===== config.mk =====
export PLATFORM = sky130hd
export DESIGN_NAME = eac_back
export DESIGN_NICKNAME = d
export VERILOG_FILES = /design/src/sv/eac_pkg.sv /design/src/sv/eac_back.sv
export SDC_FILE = /design/constraint.sdc
export NUM_CORES = 1
export LEC_CHECK = 0
export BUFFER_PORTS_ARGS = -buffer_cell sky130_fd_sc_hd__buf_2
export CAP_MARGIN = 25
export CORE_MARGIN = 3
export CORE_UTILIZATION = 57
export DETAILED_ROUTE_END_ITERATION = 10
export GPL_ROUTABILITY_DRIVEN = 0
export PLACE_DENSITY = 0.85
export REMOVE_ABC_BUFFERS = 1
export SETUP_SLACK_MARGIN = 0.05
export SKIP_LAST_GASP = 1
export SYNTH_ARGS = -nofsm -noshare
export SYNTH_HDL_FRONTEND = slang
export SYNTH_SLANG_ARGS = --single-unit

===== constraint.sdc =====
create_clock -name clock -period 3.8 [get_ports clock]
set_clock_uncertainty 0.2 [all_clocks]
set_input_delay 0.76 -clock clock [delete_from_list [all_inputs] [get_ports clock]]
set_output_delay 0.76 -clock clock [all_outputs]
set_load 0.005 [all_outputs]

===== src/sv/eac_pkg.sv =====
`default_nettype none
package eac_pkg;

   localparam logic [7:0] CHAR_AT   = 8'h40;
   localparam logic [7:0] CHAR_DOT  = 8'h2E;
   localparam logic [7:0] CHAR_DASH = 8'h2D;

   localparam int unsigned LEN_WIDTH = 7;
   localparam logic [LEN_WIDTH-1:0] LEN_SAT            = '1;
   localparam logic [LEN_WIDTH-1:0] MAX_LOCAL_RESET    = 7'd64;
   localparam logic [LEN_WIDTH-1:0] MAX_DOMAIN_RESET   = 7'd63;

   typedef enum logic {
      REG_MAX_LOCAL  = 1'b0,
      REG_MAX_DOMAIN = 1'b1
   } reg_index_type;

   // Classified byte handed from the front to the back.
   typedef struct packed {
      logic is_at;
      logic is_dot;
      logic domain_ok;
      logic local_ok;
      logic last;
   } beat_type;

   function automatic logic is_local_special(input logic [7:0] c);
      logic hit;
      begin
         case (c)
            8'h21, 8'h23, 8'h24, 8'h25, 8'h26, 8'h27, 8'h2A, 8'h2B, 8'h2F,
            8'h3D, 8'h3F, 8'h5E, 8'h5F, 8'h60, 8'h7B, 8'h7C, 8'h7D, 8'h7E:
               hit = 1'b1;
            default:
               hit = 1'b0;
         endcase
         return hit;
      end
   endfunction

   function automatic beat_type classify(input logic [7:0] c, input logic last);
      beat_type b;
      logic     alnum;
      begin
         alnum = (c >= 8'h61 && c <= 8'h7A) || (c >= 8'h41 && c <= 8'h5A) ||
                 (c >= 8'h30 && c <= 8'h39);
         b.is_at     = (c == CHAR_AT);
         b.is_dot    = (c == CHAR_DOT);
         b.domain_ok = alnum || (c == CHAR_DASH) || (c == CHAR_DOT);
         b.local_ok  = alnum || (c == CHAR_DASH) || (c == CHAR_DOT) ||
                       is_local_special(c);
         b.last      = last;
         return b;
      end
   endfunction

endpackage
`default_nettype wire


===== src/sv/eac_back.sv =====
`default_nettype none
module eac_back (
   input  wire logic                                  clock,
   input  wire logic                                  reset,
   input  wire logic [eac_pkg::LEN_WIDTH-1:0]         max_local,
   input  wire logic [eac_pkg::LEN_WIDTH-1:0]         max_domain,
   input  wire logic                                  in_valid,
   output logic                                       in_stall,
   input  wire eac_pkg::beat_type                     in_beat,
   output logic                                       rsp_valid,
   input  wire logic                                  rsp_stall,
   output logic                                       rsp_address_valid
);

   logic [1:0]                       at_signs_ff, at_signs_in;
   logic [eac_pkg::LEN_WIDTH-1:0]    local_count_ff, local_count_in;
   logic [eac_pkg::LEN_WIDTH-1:0]    domain_count_ff, domain_count_in;
   logic                             prev_dot_ff, prev_dot_in;
   logic                             broken_ff, broken_in;
   logic                             rsp_valid_ff, rsp_valid_in;
   logic                             verdict_ff, verdict_in;

   logic                             take;
   logic                             in_domain;
   logic [eac_pkg::LEN_WIDTH-1:0]    count, limit, count_next;
   logic [1:0]                       at_next;
   logic [eac_pkg::LEN_WIDTH-1:0]    local_next, domain_next;
   logic                             dot_next, broken_next, char_ok, verdict;

   assign in_stall = rsp_valid_ff && rsp_stall;
   assign take     = in_valid && !in_stall;

   assign in_domain  = (at_signs_ff != 2'd0);
   assign count      = in_domain ? domain_count_ff : local_count_ff;
   assign limit      = in_domain ? max_domain : max_local;
   assign char_ok    = in_domain ? in_beat.domain_ok : in_beat.local_ok;
   assign count_next = (count == eac_pkg::LEN_SAT) ? count : count + 1'b1;

   // Fold one byte into the running per-address state.
   always_comb begin
      at_next     = at_signs_ff;
      local_next  = local_count_ff;
      domain_next = domain_count_ff;
      dot_next    = prev_dot_ff;
      broken_next = broken_ff;
      if (in_beat.is_at) begin
         if (at_signs_ff != 2'd0 || local_count_ff == '0 || prev_dot_ff) begin
            broken_next = 1'b1;
         end
         if (at_signs_ff != 2'd3) begin
            at_next = at_signs_ff + 1'b1;
         end
         dot_next = 1'b0;
      end else begin
         if (!char_ok || count >= limit ||
             (in_beat.is_dot && (count == '0 || prev_dot_ff))) begin
            broken_next = 1'b1;
         end
         if (in_domain) begin
            domain_next = count_next;
         end else begin
            local_next = count_next;
         end
         dot_next = in_beat.is_dot;
      end
      verdict = !broken_next && (at_next == 2'd1) && (local_next != '0) &&
                (domain_next != '0) && !dot_next;
   end

   always_comb begin
      at_signs_in     = at_signs_ff;
      local_count_in  = local_count_ff;
      domain_count_in = domain_count_ff;
      prev_dot_in     = prev_dot_ff;
      broken_in       = broken_ff;
      rsp_valid_in    = rsp_valid_ff && rsp_stall;
      verdict_in      = verdict_ff;
      if (take) begin
         if (in_beat.last) begin
            // Verdict out, start the next address clean.
            at_signs_in     = 2'd0;
            local_count_in  = '0;
            domain_count_in = '0;
            prev_dot_in     = 1'b0;
            broken_in       = 1'b0;
            rsp_valid_in    = 1'b1;
            verdict_in      = verdict;
         end else begin
            at_signs_in     = at_next;
            local_count_in  = local_next;
            domain_count_in = domain_next;
            prev_dot_in     = dot_next;
            broken_in       = broken_next;
         end
      end
   end

   always_ff @(posedge clock) begin
      if (reset) begin
         at_signs_ff     <= 2'd0;
         local_count_ff  <= '0;
         domain_count_ff <= '0;
         prev_dot_ff     <= 1'b0;
         broken_ff       <= 1'b0;
         rsp_valid_ff    <= 1'b0;
      end else begin
         at_signs_ff     <= at_signs_in;
         local_count_ff  <= local_count_in;
         domain_count_ff <= domain_count_in;
         prev_dot_ff     <= prev_dot_in;
         broken_ff       <= broken_in;
         rsp_valid_ff    <= rsp_valid_in;
      end
   end

   always_ff @(posedge clock) begin
      verdict_ff <= verdict_in;
   end

   assign rsp_valid         = rsp_valid_ff;
   assign rsp_address_valid = verdict_ff;

   a_clear_after_last: assert property (@(posedge clock) disable iff (reset)
      (take && in_beat.last) |=> (at_signs_ff == 2'd0 && local_count_ff == '0 &&
                                  domain_count_ff == '0 && !broken_ff))
      else $error("address state not cleared after last beat");

   a_verdict_after_last: assert property (@(posedge clock) disable iff (reset)
      (take && in_beat.last) |=> rsp_valid_ff)
      else $error("no verdict after last beat");

endmodule
`default_nettype wire


==> results of run 1 <==
power by group:
part           leakage, nW  internal [mW]  total [mW]  switching (mW)
clock               0.0279          0.107       0.177          0.0700
combinational        0.623         0.0362      0.0874          0.0511
sequential           0.163          0.215       0.221         0.00555
placed cells by master (no fill, tap or decap), types with 3 or more instances in the layout:
master,instances
a21oi_1,11
dfxtp_1,19
a22oi_1,5
o221ai_1,3
nand3_1,7
buf_2,25
or4_1,3
nor3_1,10
xor2_1,3
inv_1,13
nor4b_1,3
or3_1,3
clkbuf_4,3
a32o_1,3
ha_1,6
and2_1,3
nand2_1,20
mux2i_1,8
nor2_1,22
a31oi_1,5
o21ai_0,12
through the flow:
stage / cell area (um2) / std cells / hold WS (ps) / setup WS [ps] / util, %
after CTS: 1864 / 270 / 295.5 / 572.8 / 66.46
final: 1864 / 270 / 296.7 / 535.7 / 66.46
after global placement: 1812 / 266 / 271.2 / 665.3 / 64.59
after detailed placement: 1812 / 266 / 276.5 / 557.1 / 64.59
after floorplan: 1633 / 208 / 239.8 / 697.2 / -
after global routing: 1864 / 270 / 315.2 / 227.0 / 66.46
logic make-up after synthesis:
logic type | synth area share [%]
xor+xnor | 2.055
compound gates | 28.32
fa+ha+maj | 4.402
flops | 24.06
mux | 5.356
buf+inv | 7.117
simple gates | 28.69
state kept, by name, summed over array words and instances, names as in the netlist:
signal / count
prev_dot_ff: 1
broken_ff: 1
domain_count_ff: 7
at_signs_ff: 2
rsp_valid: 1
local_count_ff: 7
rsp_address_valid: 1
area by class of cell:
type | count | area, um2
Tap cell | 31 | 38.79
Inverter | 13 | 48.80
Multi-Input combinational cell | 175 | 1174
Clock inverter | 1 | 30.03
Fill cell | 255 | 940.9
Sequential cell | 20 | 410.4
Clock buffer | 3 | 22.52
Timing Repair Buffer | 27 | 140.1
routing by layer:
layer	GRT usage [%]	routed length [um]
met3	2.766	360
met1	35.48	1958
met4	13.62	150
met5	0	0
met2	39.69	1996
worst min-delay path: stages, from the launching register on:
cell	delay, ps
dfxtp_1	350
nand2_1	60
a21oi_1	50
worst max-delay path by stage:
stage | from | to | slack (ps) | depth (start not counted)
global placement | at_signs_ff[0] | rsp_address_valid | 670 | 8
CTS | at_signs_ff[0] | rsp_address_valid | 570 | 9
floorplan | at_signs_ff[0] | rsp_address_valid | 700 | 9
global route | at_signs_ff[0] | rsp_address_valid | 230 | 10
finish | at_signs_ff[0] | rsp_address_valid | 540 | 9
detailed placement | at_signs_ff[0] | rsp_address_valid | 560 | 9
==> impl_results.md, run 1 <==
* Wire length after detailed routing at 4.465 mm
* EDFF count, synth at 1
* Total of endpoints with negative setup slack in the final report at 0
* Hold Path Class: flip-flop to flip-flop
* Final Slew Violations at 0
* HPWL reported at the end of detailed placement at 3.300 mm
* Most repeated cell in the gate-level netlist after synthesis: nor2_1
* Master of the slowest instance on the critical path: dfxtp_1
* Post-Synthesis Mean Instance Area at 7.613 um2
* Max capacitance violation total at 0
* Antenna violations before repair at 0
* Proportion of synthesized chip area in sequential cells at 24.06%
* Number of top-level design ports at 26
* R2R depth at 9
* Crit path max fanout at 17
* Worst Setup End Kind: flip-flop
* Cell type with the highest aggregate area in the netlist: dfxtp_1
* Async set-or-reset flop fraction in the synthesized netlist at 0%
* Arrival time of data at the critical path endpoint at 3130 ps
* Buffers and inverters on the worst path at 1
* Vias in the first global route at 1565
* Layout cells sized above 1 at 17.99%
* Cell Rows at 19
* RSZ-0062 raised after global routing: false
* Power Density at 260.1 mW/mm2
* Largest delay contributor family on the critical path: simple AND/OR/NAND/NOR gates
* Worst flop-to-flop path startpoint: at_signs_ff[0]
* Total number of H-tree levels at 1
* Buffers added on ports at 25
* Total clock buffers created by CTS at 3
* CTS tree: built
* Total congestion overflow at 0
* Top cell types by occurrence after synthesis: 22 x nor2_1, 20 x nand2_1, 19 x dfxtp_1
* Most area-consuming cells after synthesis: dfxtp_1 22%, nor2_1 4.8%, mux2i_1 4.7%
* Number of synthesis warnings at 0
* Final ANT Viol Nets at 0
* Number of instances in the synthesized netlist at 224
* Setup bufs post-CTS at 0
* Critical path launch point type: flip-flop
* Die extent in x at 60.70 um
* Buffer cell driving the clock tree root: clkbuf_4
* Sum of internal, switching and leakage power at 0.4848 mW
* Initial Util at 60.79%
* Worst hold start: prev_dot_ff
* Fin nets at 269
* R2R Path End: rsp_address_valid
* Peak VDD IR at 303.2 uV
* Maximum clock rate at 306.3 MHz
* Overall track demand over capacity in global routing at 25.82%
* Slew of the pin with the lowest slew margin at 641.6 ps
* Count of instances resized after the clock tree is built at 0
* Reg2reg setup slack at 540 ps
* Hold-fix buffer count after cts at 0
* Post-route DRC at 0
* Post-route fraction of the period consumed by the critical path at 85.90%
* P_leak at 0.8146 nW
* Number of buffers between clock root and the deepest sink at 2
* Final worst path period need at 3264 ps
* Die footprint at 0.003684 mm2
* Count of endpoints failing hold in the final timing report at 0
* Cell area after synthesis at 0.001705 mm2
* Total via count after detailed routing at 1757
* Number of library cell types mapped by synthesis at 61
* Average detailed-routed wire length per instance at 16.54 um
* Clock insertion delay at the later pin of the skew report at 310 ps
* Wire length of the first global-routing pass at 7.162 mm
* Slowest Stage Delay on Critical Path at 620 ps
* Critical path type: flip-flop to flip-flop
* Vertical die dimension at 60.70 um
* Worst Hold Depth at 2
* Maximum number of pins on one net before global-route repair at 18
* End of the worst hold path: prev_dot_ff
* Most frequently used flop master after synthesis: dfxtp_1
* CP Data Required Time at 3670 ps
* Area Overhead vs Synth at 9.318%
* Number of vias per cell after detailed routing at 6.507
* Cells along the critical path: or2_1, mux2i_1, inv_1, ha_1, a21boi_2, a21oi_2, or3_1, a2111oi_2, nor4_1
* Headroom to the max-slew limit at 57.23%
* Antenna diode instance count at 0
* Clock sinks at 20
* Total iterations of the first detailed-routing run at 5
* Clock transition at path regs at 120 ps
* Final setup TNS at 0 ps
* Core region area at 0.002805 mm2
* Number of storage elements in the synthesis netlist at 20
* Number of violations reported at the end of detailed-routing iteration 0 at 109
* Status: completed
* Share of the synthesized area in the top cell type at 22.30%
Note: power is estimated with default switching activity, not from simulation.
==> run 2: changes to the inputs <==
--- a/config.mk
+++ b/config.mk
@@ -9,6 +9,7 @@
 export CAP_MARGIN = 25
 export CORE_MARGIN = 3
 export CORE_UTILIZATION = 57
+export CTS_CLUSTER_DIAMETER = 100
 export DETAILED_ROUTE_END_ITERATION = 10
 export GPL_ROUTABILITY_DRIVEN = 0
 export PLACE_DENSITY = 0.85
==> constraint.sdc (replaced) <==
create_clock -name clock -period 3.8 [get_ports clock]
set_clock_uncertainty 0.2 [all_clocks]
set_input_delay 0 -clock clock [delete_from_list [all_inputs] [get_ports clock]]
set_output_delay 0 -clock clock [all_outputs]
set_load 0.005 [all_outputs]
==> impl_results.md, run 2 (synthesis gave the netlist of run 1 again) <==
* Status: completed
* Number of top-level design ports at 26
* Worst flop-to-flop path startpoint: at_signs_ff[0]
* Total number of H-tree levels at 1
* Clock transition at path regs at 110 ps
* Max capacitance violation total at 0
* Layout cells sized above 1 at 17.00%
* Core region area at 0.002805 mm2
* RSZ-0062 raised after global routing: false
* Final Slew Violations at 0
* Cell Rows at 19
* Leading cell type in the layout, fill and taps excluded: buf_2
* Antenna diode instance count at 0
* Number of inserted filler cells in the final layout at 238
* Vertical die dimension at 60.70 um
* Minimum setup slack in the final design at 524.1 ps
* Registers with the most flip-flops: domain_count_ff: 7 flops, local_count_ff: 7 flops, at_signs_ff: 2 flops
* End of the worst hold path: broken_ff
* Vias in the first global route at 1553
* Post-route fraction of the period consumed by the critical path at 86.21%
* Clock sinks at 20
* Number of vias per cell after detailed routing at 6.683
* Antenna violations before repair at 0
* Crit path max fanout at 17
* Clock insertion delay at the later pin of the skew report at 310 ps
* Die footprint at 0.003684 mm2
* Headroom to the max-slew limit at 46.17%
* Number of violations reported at the end of detailed-routing iteration 0 at 208
* Total via count after detailed routing at 1858
* Initial Util at 60.79%
* CP Data Required Time at 3650 ps
* Fin nets at 277
* Total of endpoints with negative setup slack in the final report at 0
* CTS tree: built
* Final worst path period need at 3276 ps
* Worst Hold Depth at 5
* Pre-CTS setup slack at 584.8 ps
* Count of instances resized after the clock tree is built at 0
* Worst hold start: in_beat[2]
* Wire length of the first global-routing pass at 7.424 mm
* Total congestion overflow at 0
* Commonest cells after routing, fill and taps aside: 25 x buf_2, 22 x nor2_1, 20 x nand2_1
* Critical path launch point type: flip-flop
* Maximum clock rate at 305.3 MHz
* P_leak at 0.8424 nW
* Wire length after detailed routing at 4.680 mm
* Area Overhead vs Synth at 13.21%
* Sum of internal, switching and leakage power at 0.4396 mW
* Final ANT Viol Nets at 0
* HPWL reported at the end of detailed placement at 3.240 mm
* Slew of the pin with the lowest slew margin at 801.2 ps
* Final setup TNS at 0 ps
* Overall track demand over capacity in global routing at 26.94%
* Worst Setup End Kind: flip-flop
* Arrival time of data at the critical path endpoint at 3130 ps
* Buffer cell driving the clock tree root: clkbuf_4
* Average detailed-routed wire length per instance at 16.83 um
* Count of endpoints failing hold in the final timing report at 0
* Hold Path Class: input pin to flip-flop
* R2R depth at 9
* Total clock buffers created by CTS at 3
* Setup bufs post-CTS at 0
* Peak VDD IR at 239.4 uV
* Buffers added on ports at 25
* Power Density at 227.7 mW/mm2
* Reg2reg setup slack at 520 ps
* Post-route DRC at 0
* R2R Path End: rsp_address_valid
* Total iterations of the first detailed-routing run at 6
* Maximum number of pins on one net before global-route repair at 18
* Critical path type: flip-flop to flip-flop
* Number of buffers between clock root and the deepest sink at 2
* Die extent in x at 60.70 um
==> run 2: cell type report <==
| type | instances | area [um2] | area share, % |
|---|---|---|---|
| tap | 31 | 38.79 | 2.009 |
| inverter | 13 | 48.80 | 2.528 |
| multi-input combinational | 175 | 1174 | 60.79 |
| sequential | 20 | 410.4 | 21.26 |
| clock buffer | 4 | 36.28 | 1.879 |
| timing repair buffer | 35 | 222.7 | 11.54 |
==> run 2: report_power, final <==
part           total, mW  switching (mW)  internal [mW]
logic             0.0934          0.0528         0.0406
registers          0.221         0.00555          0.215
clock network      0.125          0.0670         0.0585
total              0.440           0.125          0.314
==> run 2: worst max path at each step <==
| stage | start | to | slack (ps) | cells past startpoint |
|---|---|---|---|---|
| after floorplan | at_signs_ff[0] | rsp_address_valid | 700 | 9 |
| after global placement | at_signs_ff[0] | rsp_address_valid | 670 | 8 |
| after detailed placement | at_signs_ff[0] | rsp_address_valid | 580 | 9 |
| after CTS | at_signs_ff[0] | rsp_address_valid | 580 | 9 |
| after global routing | at_signs_ff[0] | rsp_address_valid | 270 | 9 |
| final | at_signs_ff[0] | rsp_address_valid | 520 | 9 |
==> run 2: stage by stage <==
stage	instances	cell area [um2]	hold slack (ps)	util, %
after floorplan	208	1633	-130.9	-
after global placement	265	1804	103.8	64.32
after detailed placement	265	1804	102.4	64.32
after CTS	278	1931	249.6	68.82
after global routing	278	1931	281.7	68.82
final	278	1931	288.4	68.82
==> run 2: per-layer routing <==
metal / track usage, % / vias to the layer above / routed length (um)
met2: 43.05 / 139 / 2058
met4: 10.53 / 0 / 144
met5: 0 / - / 0
li1: - / 879 / -
met1: 37.24 / 821 / 1994
met3: 2.766 / 19 / 482
==> run 2: worst max-delay path, stage by stage (launching register included) <==
cell	delay, ps
dfxtp_1	620
or2_1	580
mux2i_1	200
inv_1	90
ha_1	160
a21boi_2	310
a21oi_2	120
or3_1	340
a2111oi_2	310
nor4_1	90
==> run 2: repair_timing <==
item / in CTS / in global routing
hold buffers: 9 / 0
endpoints found under the setup margin: 0 / 0
endpoints found under the hold margin: 14 / 0
